===== src/rtl/pbrf_pkg.sv =====
// ----------------------------------------------------------------------------
// pbrf_pkg
// Shared types and constants for the bisection root finder.
// ----------------------------------------------------------------------------
package pbrf_pkg;

   localparam int DataWidth      = 32;
   localparam int DegWidth       = 3;
   localparam int TolWidth       = 31;
   localparam int NumCoef        = 6;
   localparam int MaxStepsDef    = 64;
   localparam int MaxDegreeDef   = 5;
   localparam int FracBitsDef    = 16;
   localparam int AddrWidth      = 5;

   // register addresses (byte)
   localparam logic [AddrWidth-1:0] AddrDegree    = 5'd0;
   localparam logic [AddrWidth-1:0] AddrCoef0     = 5'd4;
   localparam logic [AddrWidth-1:0] AddrCoef1     = 5'd8;
   localparam logic [AddrWidth-1:0] AddrCoef2     = 5'd12;
   localparam logic [AddrWidth-1:0] AddrCoef3     = 5'd16;
   localparam logic [AddrWidth-1:0] AddrCoef4     = 5'd20;
   localparam logic [AddrWidth-1:0] AddrCoef5     = 5'd24;
   localparam logic [AddrWidth-1:0] AddrTolerance = 5'd28;

   // request and result payloads
   typedef struct packed {
      logic signed [DataWidth-1:0] left_end;
      logic signed [DataWidth-1:0] right_end;
   } interval_type;

   typedef struct packed {
      logic signed [DataWidth-1:0] root_value;
      logic                        root_found;
   } root_type;

   // controller -> datapath
   typedef struct packed {
      logic load;        // capture interval
      logic mid;         // form midpoint
      logic ev_start;    // start Horner at x (sel_left picks l else m)
      logic sel_left;
      logic ev_step;     // one Horner step
      logic ev_mul;      // register product
      logic save_fm;     // keep f(m)
      logic narrow;      // update l or r using f(m), f(l)
   } cmd_type;

   // datapath -> controller
   typedef struct packed {
      logic ev_last;     // no Horner steps left
      logic within_tol;  // |f(m)| <= tolerance
   } status_type;

   function automatic logic signed [DataWidth-1:0] sat32(input logic signed [65:0] v);
      if (v > 66'sd2147483647) return 32'sh7fffffff;
      if (v < -66'sd2147483648) return 32'sh80000000;
      return v[DataWidth-1:0];
   endfunction

endpackage


===== src/rtl/pbrf_if.sv =====
// ----------------------------------------------------------------------------
// pbrf_if
// Valid/ready channel carrying a payload of type T.
// ----------------------------------------------------------------------------
interface pbrf_if #(parameter type T = logic) ();
   logic valid;
   logic ready;
   T     data;
   modport source (output valid, output data, input ready);
   modport sink   (input valid, input data, output ready);
endinterface


===== src/rtl/pbrf_datapath.sv =====
// ----------------------------------------------------------------------------
// pbrf_datapath
// Interval registers, midpoint, Horner evaluation on one shared multiplier.
// ----------------------------------------------------------------------------
module pbrf_datapath
   import pbrf_pkg::*;
#(
   parameter int MAX_DEGREE = MaxDegreeDef,
   parameter int FRAC_BITS  = FracBitsDef
) (
   input  logic                        clock,
   input  cmd_type                     cmd,
   output status_type                  status,
   input  logic signed [DataWidth-1:0] left_in,
   input  logic signed [DataWidth-1:0] right_in,
   input  logic [DegWidth-1:0]         degree,
   input  logic signed [DataWidth-1:0] coef [NumCoef],
   input  logic [TolWidth-1:0]         tolerance,
   output logic signed [DataWidth-1:0] mid_value
);

   logic signed [DataWidth-1:0] l_ff, r_ff, m_ff, x_ff, acc_ff, fm_ff;
   logic signed [63:0]          prod_ff;
   logic [DegWidth-1:0]         idx_ff;
   logic [DegWidth-1:0]         deg_eff;
   logic signed [32:0]          diff;
   logic signed [63:0]          fl;
   logic signed [DataWidth-1:0] sh;
   logic [DegWidth-1:0]         idx_in;
   logic signed [DataWidth:0]   fm_mag;

   assign deg_eff = (degree > DegWidth'(MAX_DEGREE)) ? DegWidth'(MAX_DEGREE) : degree;
   assign diff    = {r_ff[31], r_ff} - {l_ff[31], l_ff};
   // arithmetic shift floors, matching the rounding of the Horner step
   assign fl      = prod_ff >>> FRAC_BITS;
   assign sh      = sat32(66'(fl));
   assign idx_in  = idx_ff - 3'd1;
   assign fm_mag  = acc_ff[31] ? -{acc_ff[31], acc_ff} : {acc_ff[31], acc_ff};

   always_ff @(posedge clock) begin
      if (cmd.load) begin
         l_ff <= left_in;
         r_ff <= right_in;
      end
      if (cmd.mid) begin
         // truncating divide by two
         m_ff <= 32'(({l_ff[31], l_ff}) + ((diff + 33'(diff[32])) >>> 1));
      end
      if (cmd.ev_start) begin
         x_ff   <= cmd.sel_left ? l_ff : m_ff;
         acc_ff <= coef[deg_eff];
         idx_ff <= deg_eff;
      end
      if (cmd.ev_mul) prod_ff <= acc_ff * x_ff;
      if (cmd.ev_step) begin
         acc_ff <= sat32(66'(sh) + 66'(coef[idx_in]));
         idx_ff <= idx_in;
      end
      if (cmd.save_fm) fm_ff <= acc_ff;
      if (cmd.narrow) begin
         if ((fm_ff[31] && acc_ff > 0) || (fm_ff > 0 && acc_ff[31])) r_ff <= m_ff;
         else l_ff <= m_ff;
      end
   end

   assign status.ev_last    = (idx_ff == '0);
   assign status.within_tol = fm_mag <= $signed({2'b00, tolerance});
   assign mid_value         = m_ff;

endmodule


===== src/rtl/pbrf_ctrl.sv =====
// ----------------------------------------------------------------------------
// pbrf_ctrl
// Sequencer for bisection steps and Horner evaluation.
// ----------------------------------------------------------------------------
module pbrf_ctrl
   import pbrf_pkg::*;
#(
   parameter int MAX_STEPS = MaxStepsDef
) (
   input  logic       clock,
   input  logic       reset,
   input  logic       in_valid,
   output logic       in_ready,
   output logic       out_valid,
   input  logic       out_ready,
   output logic       found,
   output cmd_type    cmd,
   input  status_type status
);

   localparam int SW = $clog2(MAX_STEPS + 1);

   localparam logic [3:0] S_IDLE  = 4'd0;
   localparam logic [3:0] S_MID   = 4'd1;
   localparam logic [3:0] S_EVM   = 4'd2;
   localparam logic [3:0] S_MULM  = 4'd3;
   localparam logic [3:0] S_ADDM  = 4'd4;
   localparam logic [3:0] S_TEST  = 4'd5;
   localparam logic [3:0] S_EVL   = 4'd6;
   localparam logic [3:0] S_MULL  = 4'd7;
   localparam logic [3:0] S_ADDL  = 4'd8;
   localparam logic [3:0] S_NARR  = 4'd9;
   localparam logic [3:0] S_OUT   = 4'd10;

   logic [3:0]    state_ff, state_in;
   logic [SW-1:0] step_ff, step_in;
   logic          found_ff, found_in;

   always_comb begin
      state_in = state_ff;
      step_in  = step_ff;
      found_in = found_ff;
      cmd      = '0;
      unique case (state_ff)
         S_IDLE: if (in_valid) begin
            cmd.load = 1'b1;
            step_in  = '0;
            state_in = S_MID;
         end
         S_MID: begin
            cmd.mid  = 1'b1;
            step_in  = step_ff + 1'b1;
            state_in = S_EVM;
         end
         S_EVM: begin
            cmd.ev_start = 1'b1;
            state_in     = S_MULM;
         end
         S_MULM: begin
            if (status.ev_last) state_in = S_TEST;
            else begin
               cmd.ev_mul = 1'b1;
               state_in   = S_ADDM;
            end
         end
         S_ADDM: begin
            cmd.ev_step = 1'b1;
            state_in    = S_MULM;
         end
         S_TEST: begin
            cmd.save_fm = 1'b1;
            if (status.within_tol) begin
               found_in = 1'b1;
               state_in = S_OUT;
            end else if (step_ff == SW'(MAX_STEPS)) begin
               found_in = 1'b0;
               state_in = S_OUT;
            end else state_in = S_EVL;
         end
         S_EVL: begin
            cmd.ev_start = 1'b1;
            cmd.sel_left = 1'b1;
            state_in     = S_MULL;
         end
         S_MULL: begin
            if (status.ev_last) state_in = S_NARR;
            else begin
               cmd.ev_mul = 1'b1;
               state_in   = S_ADDL;
            end
         end
         S_ADDL: begin
            cmd.ev_step = 1'b1;
            state_in    = S_MULL;
         end
         S_NARR: begin
            cmd.narrow = 1'b1;
            state_in   = S_MID;
         end
         S_OUT: if (out_ready) state_in = S_IDLE;
         default: state_in = S_IDLE;
      endcase
   end

   always_ff @(posedge clock) begin
      if (reset) begin
         state_ff <= S_IDLE;
         step_ff  <= '0;
         found_ff <= 1'b0;
      end else begin
         state_ff <= state_in;
         step_ff  <= step_in;
         found_ff <= found_in;
      end
   end

   assign in_ready  = (state_ff == S_IDLE);
   assign out_valid = (state_ff == S_OUT);
   assign found     = found_ff;

`ifndef ASSERT_OFF
   a_step_bound: assert property (@(posedge clock) disable iff (reset)
      step_ff <= SW'(MAX_STEPS)) else $error("step count overflow");
   a_out_hold: assert property (@(posedge clock) disable iff (reset)
      out_valid && !out_ready |=> out_valid) else $error("result dropped");
   a_no_overlap: assert property (@(posedge clock) disable iff (reset)
      !(in_ready && out_valid)) else $error("accept during result");
`endif

endmodule


===== src/rtl/polynomial_bisection_root_finder.sv =====
// ----------------------------------------------------------------------------
// polynomial_bisection_root_finder
// Bisection root finder over a configurable polynomial, signed Q16.16.
// ----------------------------------------------------------------------------
// One interval at a time. Each bisection step forms the midpoint, evaluates
// f(m), tests it and, unless it ends, evaluates f(l) and narrows the
// interval; all Horner steps share one 32x32 multiplier.
module polynomial_bisection_root_finder
   import pbrf_pkg::*;
#(
   parameter int MAX_STEPS  = MaxStepsDef,
   parameter int MAX_DEGREE = MaxDegreeDef,
   parameter int FRAC_BITS  = FracBitsDef
) (
   input  logic                 clock,
   input  logic                 reset,
   pbrf_if.sink                 req,
   pbrf_if.source               rsp,
   input  logic                 csr_psel,
   input  logic                 csr_penable,
   input  logic                 csr_pwrite,
   input  logic [AddrWidth-1:0] csr_paddr,
   input  logic [31:0]          csr_pwdata,
   output logic [31:0]          csr_prdata,
   output logic                 csr_pready
);

   logic [DegWidth-1:0]         degree_ff;
   logic signed [DataWidth-1:0] coef_ff [NumCoef];
   logic [TolWidth-1:0]         tol_ff;
   logic                        wr;
   cmd_type                     cmd;
   status_type                  status;
   logic                        found;
   logic signed [DataWidth-1:0] mid_value;

   assign csr_pready = 1'b1;
   assign wr = csr_psel && csr_penable && csr_pwrite;

   always_ff @(posedge clock) begin
      if (reset) begin
         degree_ff <= 3'd1;
         coef_ff[0] <= '0;
         coef_ff[1] <= 32'sd65536;
         coef_ff[2] <= '0;
         coef_ff[3] <= '0;
         coef_ff[4] <= '0;
         coef_ff[5] <= '0;
         tol_ff <= 31'd7;
      end else if (wr) begin
         unique case (csr_paddr)
            AddrDegree:    degree_ff  <= csr_pwdata[DegWidth-1:0];
            AddrCoef0:     coef_ff[0] <= csr_pwdata;
            AddrCoef1:     coef_ff[1] <= csr_pwdata;
            AddrCoef2:     coef_ff[2] <= csr_pwdata;
            AddrCoef3:     coef_ff[3] <= csr_pwdata;
            AddrCoef4:     coef_ff[4] <= csr_pwdata;
            AddrCoef5:     coef_ff[5] <= csr_pwdata;
            AddrTolerance: tol_ff     <= csr_pwdata[TolWidth-1:0];
            default: ;
         endcase
      end
   end

   always_comb begin
      unique case (csr_paddr)
         AddrDegree:    csr_prdata = {29'd0, degree_ff};
         AddrCoef0:     csr_prdata = coef_ff[0];
         AddrCoef1:     csr_prdata = coef_ff[1];
         AddrCoef2:     csr_prdata = coef_ff[2];
         AddrCoef3:     csr_prdata = coef_ff[3];
         AddrCoef4:     csr_prdata = coef_ff[4];
         AddrCoef5:     csr_prdata = coef_ff[5];
         AddrTolerance: csr_prdata = {1'b0, tol_ff};
         default:       csr_prdata = '0;
      endcase
   end

   pbrf_ctrl #(.MAX_STEPS(MAX_STEPS)) u_ctrl (
      .clock, .reset,
      .in_valid(req.valid), .in_ready(req.ready),
      .out_valid(rsp.valid), .out_ready(rsp.ready),
      .found, .cmd, .status
   );

   pbrf_datapath #(.MAX_DEGREE(MAX_DEGREE), .FRAC_BITS(FRAC_BITS)) u_dp (
      .clock, .cmd, .status,
      .left_in(req.data.left_end), .right_in(req.data.right_end),
      .degree(degree_ff), .coef(coef_ff), .tolerance(tol_ff), .mid_value
   );

   assign rsp.data.root_value = mid_value;
   assign rsp.data.root_found = found;

endmodule


===== src/flat_wrapper.sv =====
// flat-port wrapper written by rule: the top's interface ports become plain ports
module polynomial_bisection_root_finder_flat import pbrf_pkg::*;
#(
   parameter int MAX_STEPS  = MaxStepsDef,
   parameter int MAX_DEGREE = MaxDegreeDef,
   parameter int FRAC_BITS  = FracBitsDef
)
  (clock, reset, csr_psel, csr_penable, csr_pwrite, csr_paddr, csr_pwdata, csr_prdata, csr_pready, req_valid, req_data, req_ready, rsp_valid, rsp_data, rsp_ready);
  pbrf_if #(.T(interval_type)) req_i ();
  pbrf_if #(.T(root_type)) rsp_i ();
  input  logic clock;
  input  logic reset;
  input  logic csr_psel;
  input  logic csr_penable;
  input  logic csr_pwrite;
  input  logic [AddrWidth-1:0] csr_paddr;
  input  logic [31:0] csr_pwdata;
  output logic [31:0] csr_prdata;
  output logic csr_pready;
  input wire logic [$bits(req_i.valid)-1:0] req_valid;
  input wire logic [$bits(req_i.data)-1:0] req_data;
  output wire logic [$bits(req_i.ready)-1:0] req_ready;
  output wire logic [$bits(rsp_i.valid)-1:0] rsp_valid;
  output wire logic [$bits(rsp_i.data)-1:0] rsp_data;
  input wire logic [$bits(rsp_i.ready)-1:0] rsp_ready;
  assign req_i.valid = req_valid;
  assign req_i.data = req_data;
  assign req_ready = req_i.ready;
  assign rsp_valid = rsp_i.valid;
  assign rsp_data = rsp_i.data;
  assign rsp_i.ready = rsp_ready;
  polynomial_bisection_root_finder #(.MAX_STEPS(MAX_STEPS), .MAX_DEGREE(MAX_DEGREE), .FRAC_BITS(FRAC_BITS)) u_core (.clock(clock), .reset(reset), .req(req_i), .rsp(rsp_i), .csr_psel(csr_psel), .csr_penable(csr_penable), .csr_pwrite(csr_pwrite), .csr_paddr(csr_paddr), .csr_pwdata(csr_pwdata), .csr_prdata(csr_prdata), .csr_pready(csr_pready));
endmodule

===== config.mk =====
export PLATFORM = sky130hd
export DESIGN_NAME = polynomial_bisection_root_finder_flat
export DESIGN_NICKNAME = d
export VERILOG_FILES = /design/src/rtl/pbrf_pkg.sv /design/src/rtl/pbrf_if.sv /design/src/rtl/pbrf_datapath.sv /design/src/rtl/pbrf_ctrl.sv /design/src/rtl/polynomial_bisection_root_finder.sv /design/src/flat_wrapper.sv
export SDC_FILE = /design/constraint.sdc
export NUM_CORES = 2
export LEC_CHECK = 0
export BUFFER_PORTS_ARGS = -buffer_cell sky130_fd_sc_hd__buf_2
export CORE_MARGIN = 5
export CORE_UTILIZATION = 30
export DETAILED_ROUTE_END_ITERATION = 10
export PLACE_DENSITY = 0.47
export SLEW_MARGIN = 40
export SYNTH_ARGS = -nofsm -noshare
export SYNTH_HDL_FRONTEND = slang
export SYNTH_SLANG_ARGS = --single-unit

===== constraint.sdc =====
create_clock -name clock -period 24.2 [get_ports clock]
set_input_delay 1.21 -clock clock [delete_from_list [all_inputs] [get_ports clock]]
set_output_delay 1.21 -clock clock [all_outputs]
set_load 0.03 [all_outputs]

Yosys cells after proc, flatten, opt, wreduce, memory -nomap -nowiden
Index checks and enable logic that the tools add are counted.
Storage, ports and cells
  register bits after elaboration: 497
  input bits: 108
  output and inout bits: 68
  word-level logic and storage cells: 143
Cells by class
  add/subtract/negate cells: 7
  multiply operators: 1
  magnitude comparators: 10
  eq/ne operators: 20
  muxes and demuxes: 57
  bitwise gates (word level): 2
  reductions and logical operators: 27
Operators by type and width (count)
  32-bit 2-to-1 mux: 21
  32-bit case mux with 8 select lines: 1
  32-bit binary-select mux with 3-bit select: 2
  32-bit by 1-bit > comparator with 1-bit output (second input constant): 2
  32-bit by 32-bit multiplier with 64-bit output: 1
  48-bit by 32-bit > comparator with 1-bit output (second input constant): 1
  48-bit by 32-bit < comparator with 1-bit output (second input constant): 1
  4-bit case mux with 9 select lines: 1
  32-bit by 32-bit adder with 33-bit output: 1
  33-bit by 1-bit adder with 33-bit output: 1
  33-bit by 32-bit > comparator with 1-bit output (second input constant): 1
  33-bit by 32-bit less-or-equal comparator with 1-bit output: 1
  33-bit by 32-bit < comparator with 1-bit output (second input constant): 1
  33-bit 2-to-1 mux: 1
  33-bit negator: 1
  32-bit by 32-bit subtractor with 33-bit output: 1
  32-bit adder: 1
  1-bit 2-to-1 mux: 22
  2-bit AND reduction: 11
  5-bit == test (second input constant): 4
  4-bit by 3-bit == test with 1-bit output (second input constant): 4
  4-bit 2-to-1 mux: 4
  7-bit case mux with 2 select lines: 1
  4-bit == test (second input constant): 3
  21 further kinds: 36

Logic depth before layout (Yosys ltp)
  word-level depth: 14
  mapped depth: 32

Hierarchy
A second synthesis with hierarchy kept.
Second synthesis, totals
  cells, all modules: 7091
  area, all modules: 65098.7 um^2
By module, submodules not included
  pbrf_datapath: instances 1, cells each 5762, area each 54644.9 um^2, sequential area each 6656.4 um^2
  polynomial_bisection_root_finder: instances 1, cells each 1237, area each 9699.3 um^2, sequential area each 4524.3 um^2
  pbrf_ctrl: instances 1, cells each 92, area each 754.5 um^2, sequential area each 240.2 um^2

Least setup slack after synthesis
No wires, ideal clock.
  kind: reg-to-reg
  start: reg u_core.u_dp.acc_ff[31]
  end: reg u_core.u_dp.prod_ff[61] (data pin)
  library setup time: 0.258 ns
  arrival: 8.004 ns
  data required time: 23.942 ns
  path slack: 15.939 ns
  cell stages (with the launch flop): 30
  buffers on the path: 3
  cells stage by stage: edfxtp_1 > clkbuf_1 > clkbuf_1 > clkbuf_1 > nand2_1 > inv_1 > fa_1 > inv_1 > fa_1 > inv_1 > fa_1 > fa_1 > inv_1 > fa_1 > inv_1 > fa_1 > inv_1 > fa_1 > inv_1 > fa_1 > ha_1 > a21o_1 > a21o_1 > a21o_1 > a21o_1 > a21o_1 > a221oi_1 > o21bai_1 > a21oi_1 > xnor2_1
Between the ends
  longest elaborated chain between the ends: 1
RTL lines
  from (decl): RTL line pbrf_datapath.sv:22  | logic signed [DataWidth-1:0] l_ff, r_ff, m_ff, x_ff, acc_ff, fm_ff;
  from (signal assigned): RTL line pbrf_datapath.sv:51  | acc_ff <= coef[deg_eff];
  from (signal assigned): RTL line pbrf_datapath.sv:56  | acc_ff <= sat32(66'(sh) + 66'(coef[idx_in]));
  32-bit by 32-bit multiplier with 64-bit output: RTL line pbrf_datapath.sv:54  | if (cmd.ev_mul) prod_ff <= acc_ff * x_ff;
  to (signal assigned): RTL line pbrf_datapath.sv:54
  to (decl): RTL line pbrf_datapath.sv:23  | logic signed [63:0] prod_ff;
Every way passes these cells.
A chain may end at the register's enable or synchronous reset.

Worst setup path after layout
  start: reg u_core.u_dp.acc_ff[31]
  end: reg u_core.u_dp.prod_ff[55] (data pin)
Same word-level chain as after synthesis.

==> flow_summary.ini <==
[timing]
hold_viol = 0
tns_ps = 0
relSlewSlack = 0.439
slew_violations = 0
max_freq_mhz = 107
setup_viol = 0
fin_crit_ps = 9380
worst_pin_slew_ps = 834
finalCritPeriodShare = 0.387
rsz0062_at_grt = no
skew_ps = 67.5

[synthesis]
syn_avg_cell_area_um2 = 9.11
synth_common_cells = nand2_1 (1085), fa_1 (1084), inv_1 (1065), and2_1 (530), a21oi_1 (424)
synth_most_common_cell = nand2_1
synthFlopType = dfxtp_1
synth-edff-count = 179
synth_top_cell_by_area = fa_1
synth_area_leaders = fa_1 (34%), dfxtp_1 (9.4%), edfxtp_1 (8.4%), nand2_1 (6.3%), inv_1 (6.2%)
synth_area_mm2 = 0.0642
synth-seq-area-share = 0.178
netlist_instances = 7038
syn_nets = 8542
synth_seq_cells = 481
ys_warn_count = 0
synth_top_area_frac = 0.338
synth.distinct_cells = 81
ys_async_sr_fraction = 0

[setup_path]
cp_slowest_cell = fa_1
cp_common_cell = fa_1
worstPathRequired_ps = 24590
cp_slowest_stage_delay_ps = 870
timing.rr.start = u_core.u_dp.acc_ff[31]
start_kind = flop
startpoint = u_core.u_dp.acc_ff[31]
crit_type = flop to flop
cp.arrival_ps = 9760
worstPathMaxFanout = 31
endpoint_kind = flop

[cts]
clk_pin_slew_worst_paths_ps = 60
post_cts_buffers = 0
cts_buffer_depth = 3
clock_sinks = 481
tritoncts = done
hold_buffers = 0
clk_latency_ps = 700
cts_root_buf = clkbuf_16
cts_buffers = 55
post_cts_resized = 0
h-tree-depth = 2

[route]
first_iter_violations = 4077
drc = 0
wl_mm = 212
vias = 49470
drtPass1Iterations = 7
ant_nets = 0
via_per_inst = 5.04
wire_per_inst_um = 21.6

[place]
numPortBuffers = 174
hpwl_mm = 155
placed_cell_area_mm2 = 0.0679
globalplace.congestion = 0.834
dp.cells = 9705

[job]
drv_cap = 0

[final_layout]
fin_area_mm2 = 0.0698
layout.area.seq_mm2 = 0.0114
multi_input_area_mm2 = 0.0472
area_growth_pct = 8.81
layout.nets = 8446
final_layout_size_suffix_gt1_frac = 0.0763
fillers = 22036
final_cells = 9815

[floorplan]
die_h_um = 472
initial_core_util = 0.302
core-area_mm2 = 0.213
fp.dieW_um = 472
num_io_pins = 176
dieArea_mm2 = 0.223
num_rows = 169

[global_routing]
grt_max_degree = 93
grt_pass1_vias = 52232
grt-ovfl-total = 0
grt_antenna_before_repair = 11
grt_first_pass_wirelength_mm = 326
grt_util_all_layers = 0.190

[status]
outcome = completed

[min_path]
min-delay-start = u_core.tol_ff[14]
hold_path.class = flop to flop
==> final timing paths <==
kind                                                 to  slack [ps]  cells after the start
worst min register to register        u_core.tol_ff[14]         470                      2
worst max-delay path            u_core.u_dp.prod_ff[55]       14820                     28
worst min-delay path                  u_core.tol_ff[14]         470                      2
worst max register to register  u_core.u_dp.prod_ff[55]       14820                     28
==> state kept, by name (all words and copies together), names as in the netlist <==
name,flops
u_core.u_dp.mid_value,32
u_core.u_dp.l_ff,32
u_core.u_ctrl.state_ff,4
u_core.coef_ff,192
u_core.u_ctrl.step_ff,7
u_core.u_dp.prod_ff,48
u_core.u_dp.idx_ff,3
u_core.u_ctrl.found,1
u_core.u_dp.r_ff,32
u_core.tol_ff,31
u_core.u_dp.acc_ff,32
u_core.degree_ff,3
u_core.u_dp.x_ff,32
u_core.u_dp.fm_ff,32
==> worst max-delay path, delay by kind of cell (launching register included) <==
kind                     cells  cell delay [ps]
adder cells (fa/ha/maj)      9             4620
buffers and inverters        9             1740
AO/OA/AOI/OAI                4             1160
flip-flops                   1              730
AND/OR/NAND/NOR              5              690
XOR/XNOR                     1              100
==> placed cells by master (no fill, tap or decap), types with 30 or more instances in the layout <==
cell type	netlist	routed
mux2i_1	117	116
nand2b_1	30	30
buf_4	2	97
xor2_1	52	52
ha_1	312	311
nand3_1	71	71
nor3_1	58	55
mux4_2	32	32
nor2_1	222	216
mux2_2	67	67
inv_1	1065	1065
dfxtp_1	302	300
a22o_1	34	34
a22oi_1	76	76
edfxtp_1	179	179
o22ai_1	77	77
buf_2	6	173
and2_1	530	526
xnor2_1	143	142
nand2_1	1085	1077
o21ai_0	130	130
clkbuf_16	0	57
fa_1	1084	1084
a21o_1	123	123
nand4_1	38	38
nor2b_1	44	44
a21oi_1	424	423
==> per-stage QoR <==
stage / setup WS (ps) / util / hold WS [ps]
CTS: 14820 / 0.328 / 472
global placement: 14630 / 0.319 / 465
global route: 14250 / 0.328 / 487
finish: 14820 / 0.328 / 474
detailed placement: 14860 / 0.319 / 463
floorplan: 15940 / - / 421
==> metal layers <==
layer,part of all wire,global-route usage,vias up,wire (um)
li1,-,-,22252,-
met1,0.43,0.250,25482,90500
met2,0.50,0.331,1442,105000
met5,0,0,-,0
met4,0.030,0.0531,0,6320
met3,0.048,0.0180,294,10200
==> final cells by class <==
type / instances / area share
Tap cell: 2821 / 0.0506
Clock inverter: 25 / 0.00357
Antenna cell: 6 / 0.000215
Inverter: 1065 / 0.0573
Sequential cell: 481 / 0.164
Multi-Input combinational cell: 5061 / 0.677
Clock buffer: 78 / 0.0239
Timing Repair Buffer: 278 / 0.0241
==> cell families after synthesis <==
logic type               after synthesis  synth area share
multiplexers                         216            0.0413
adder cells (fa/ha/maj)             1396             0.399
buffers and inverters               1496            0.0887
other                                  1         0.0000585
AO/OA/AOI/OAI                       1060             0.104
flip-flops                           481             0.178
AND/OR/NAND/NOR                     2192             0.161
XOR/XNOR                             196            0.0270
Power is left out: the tool's default activity adds up to more than one toggle a clock period on the data nets, which glitch-free logic cannot reach.
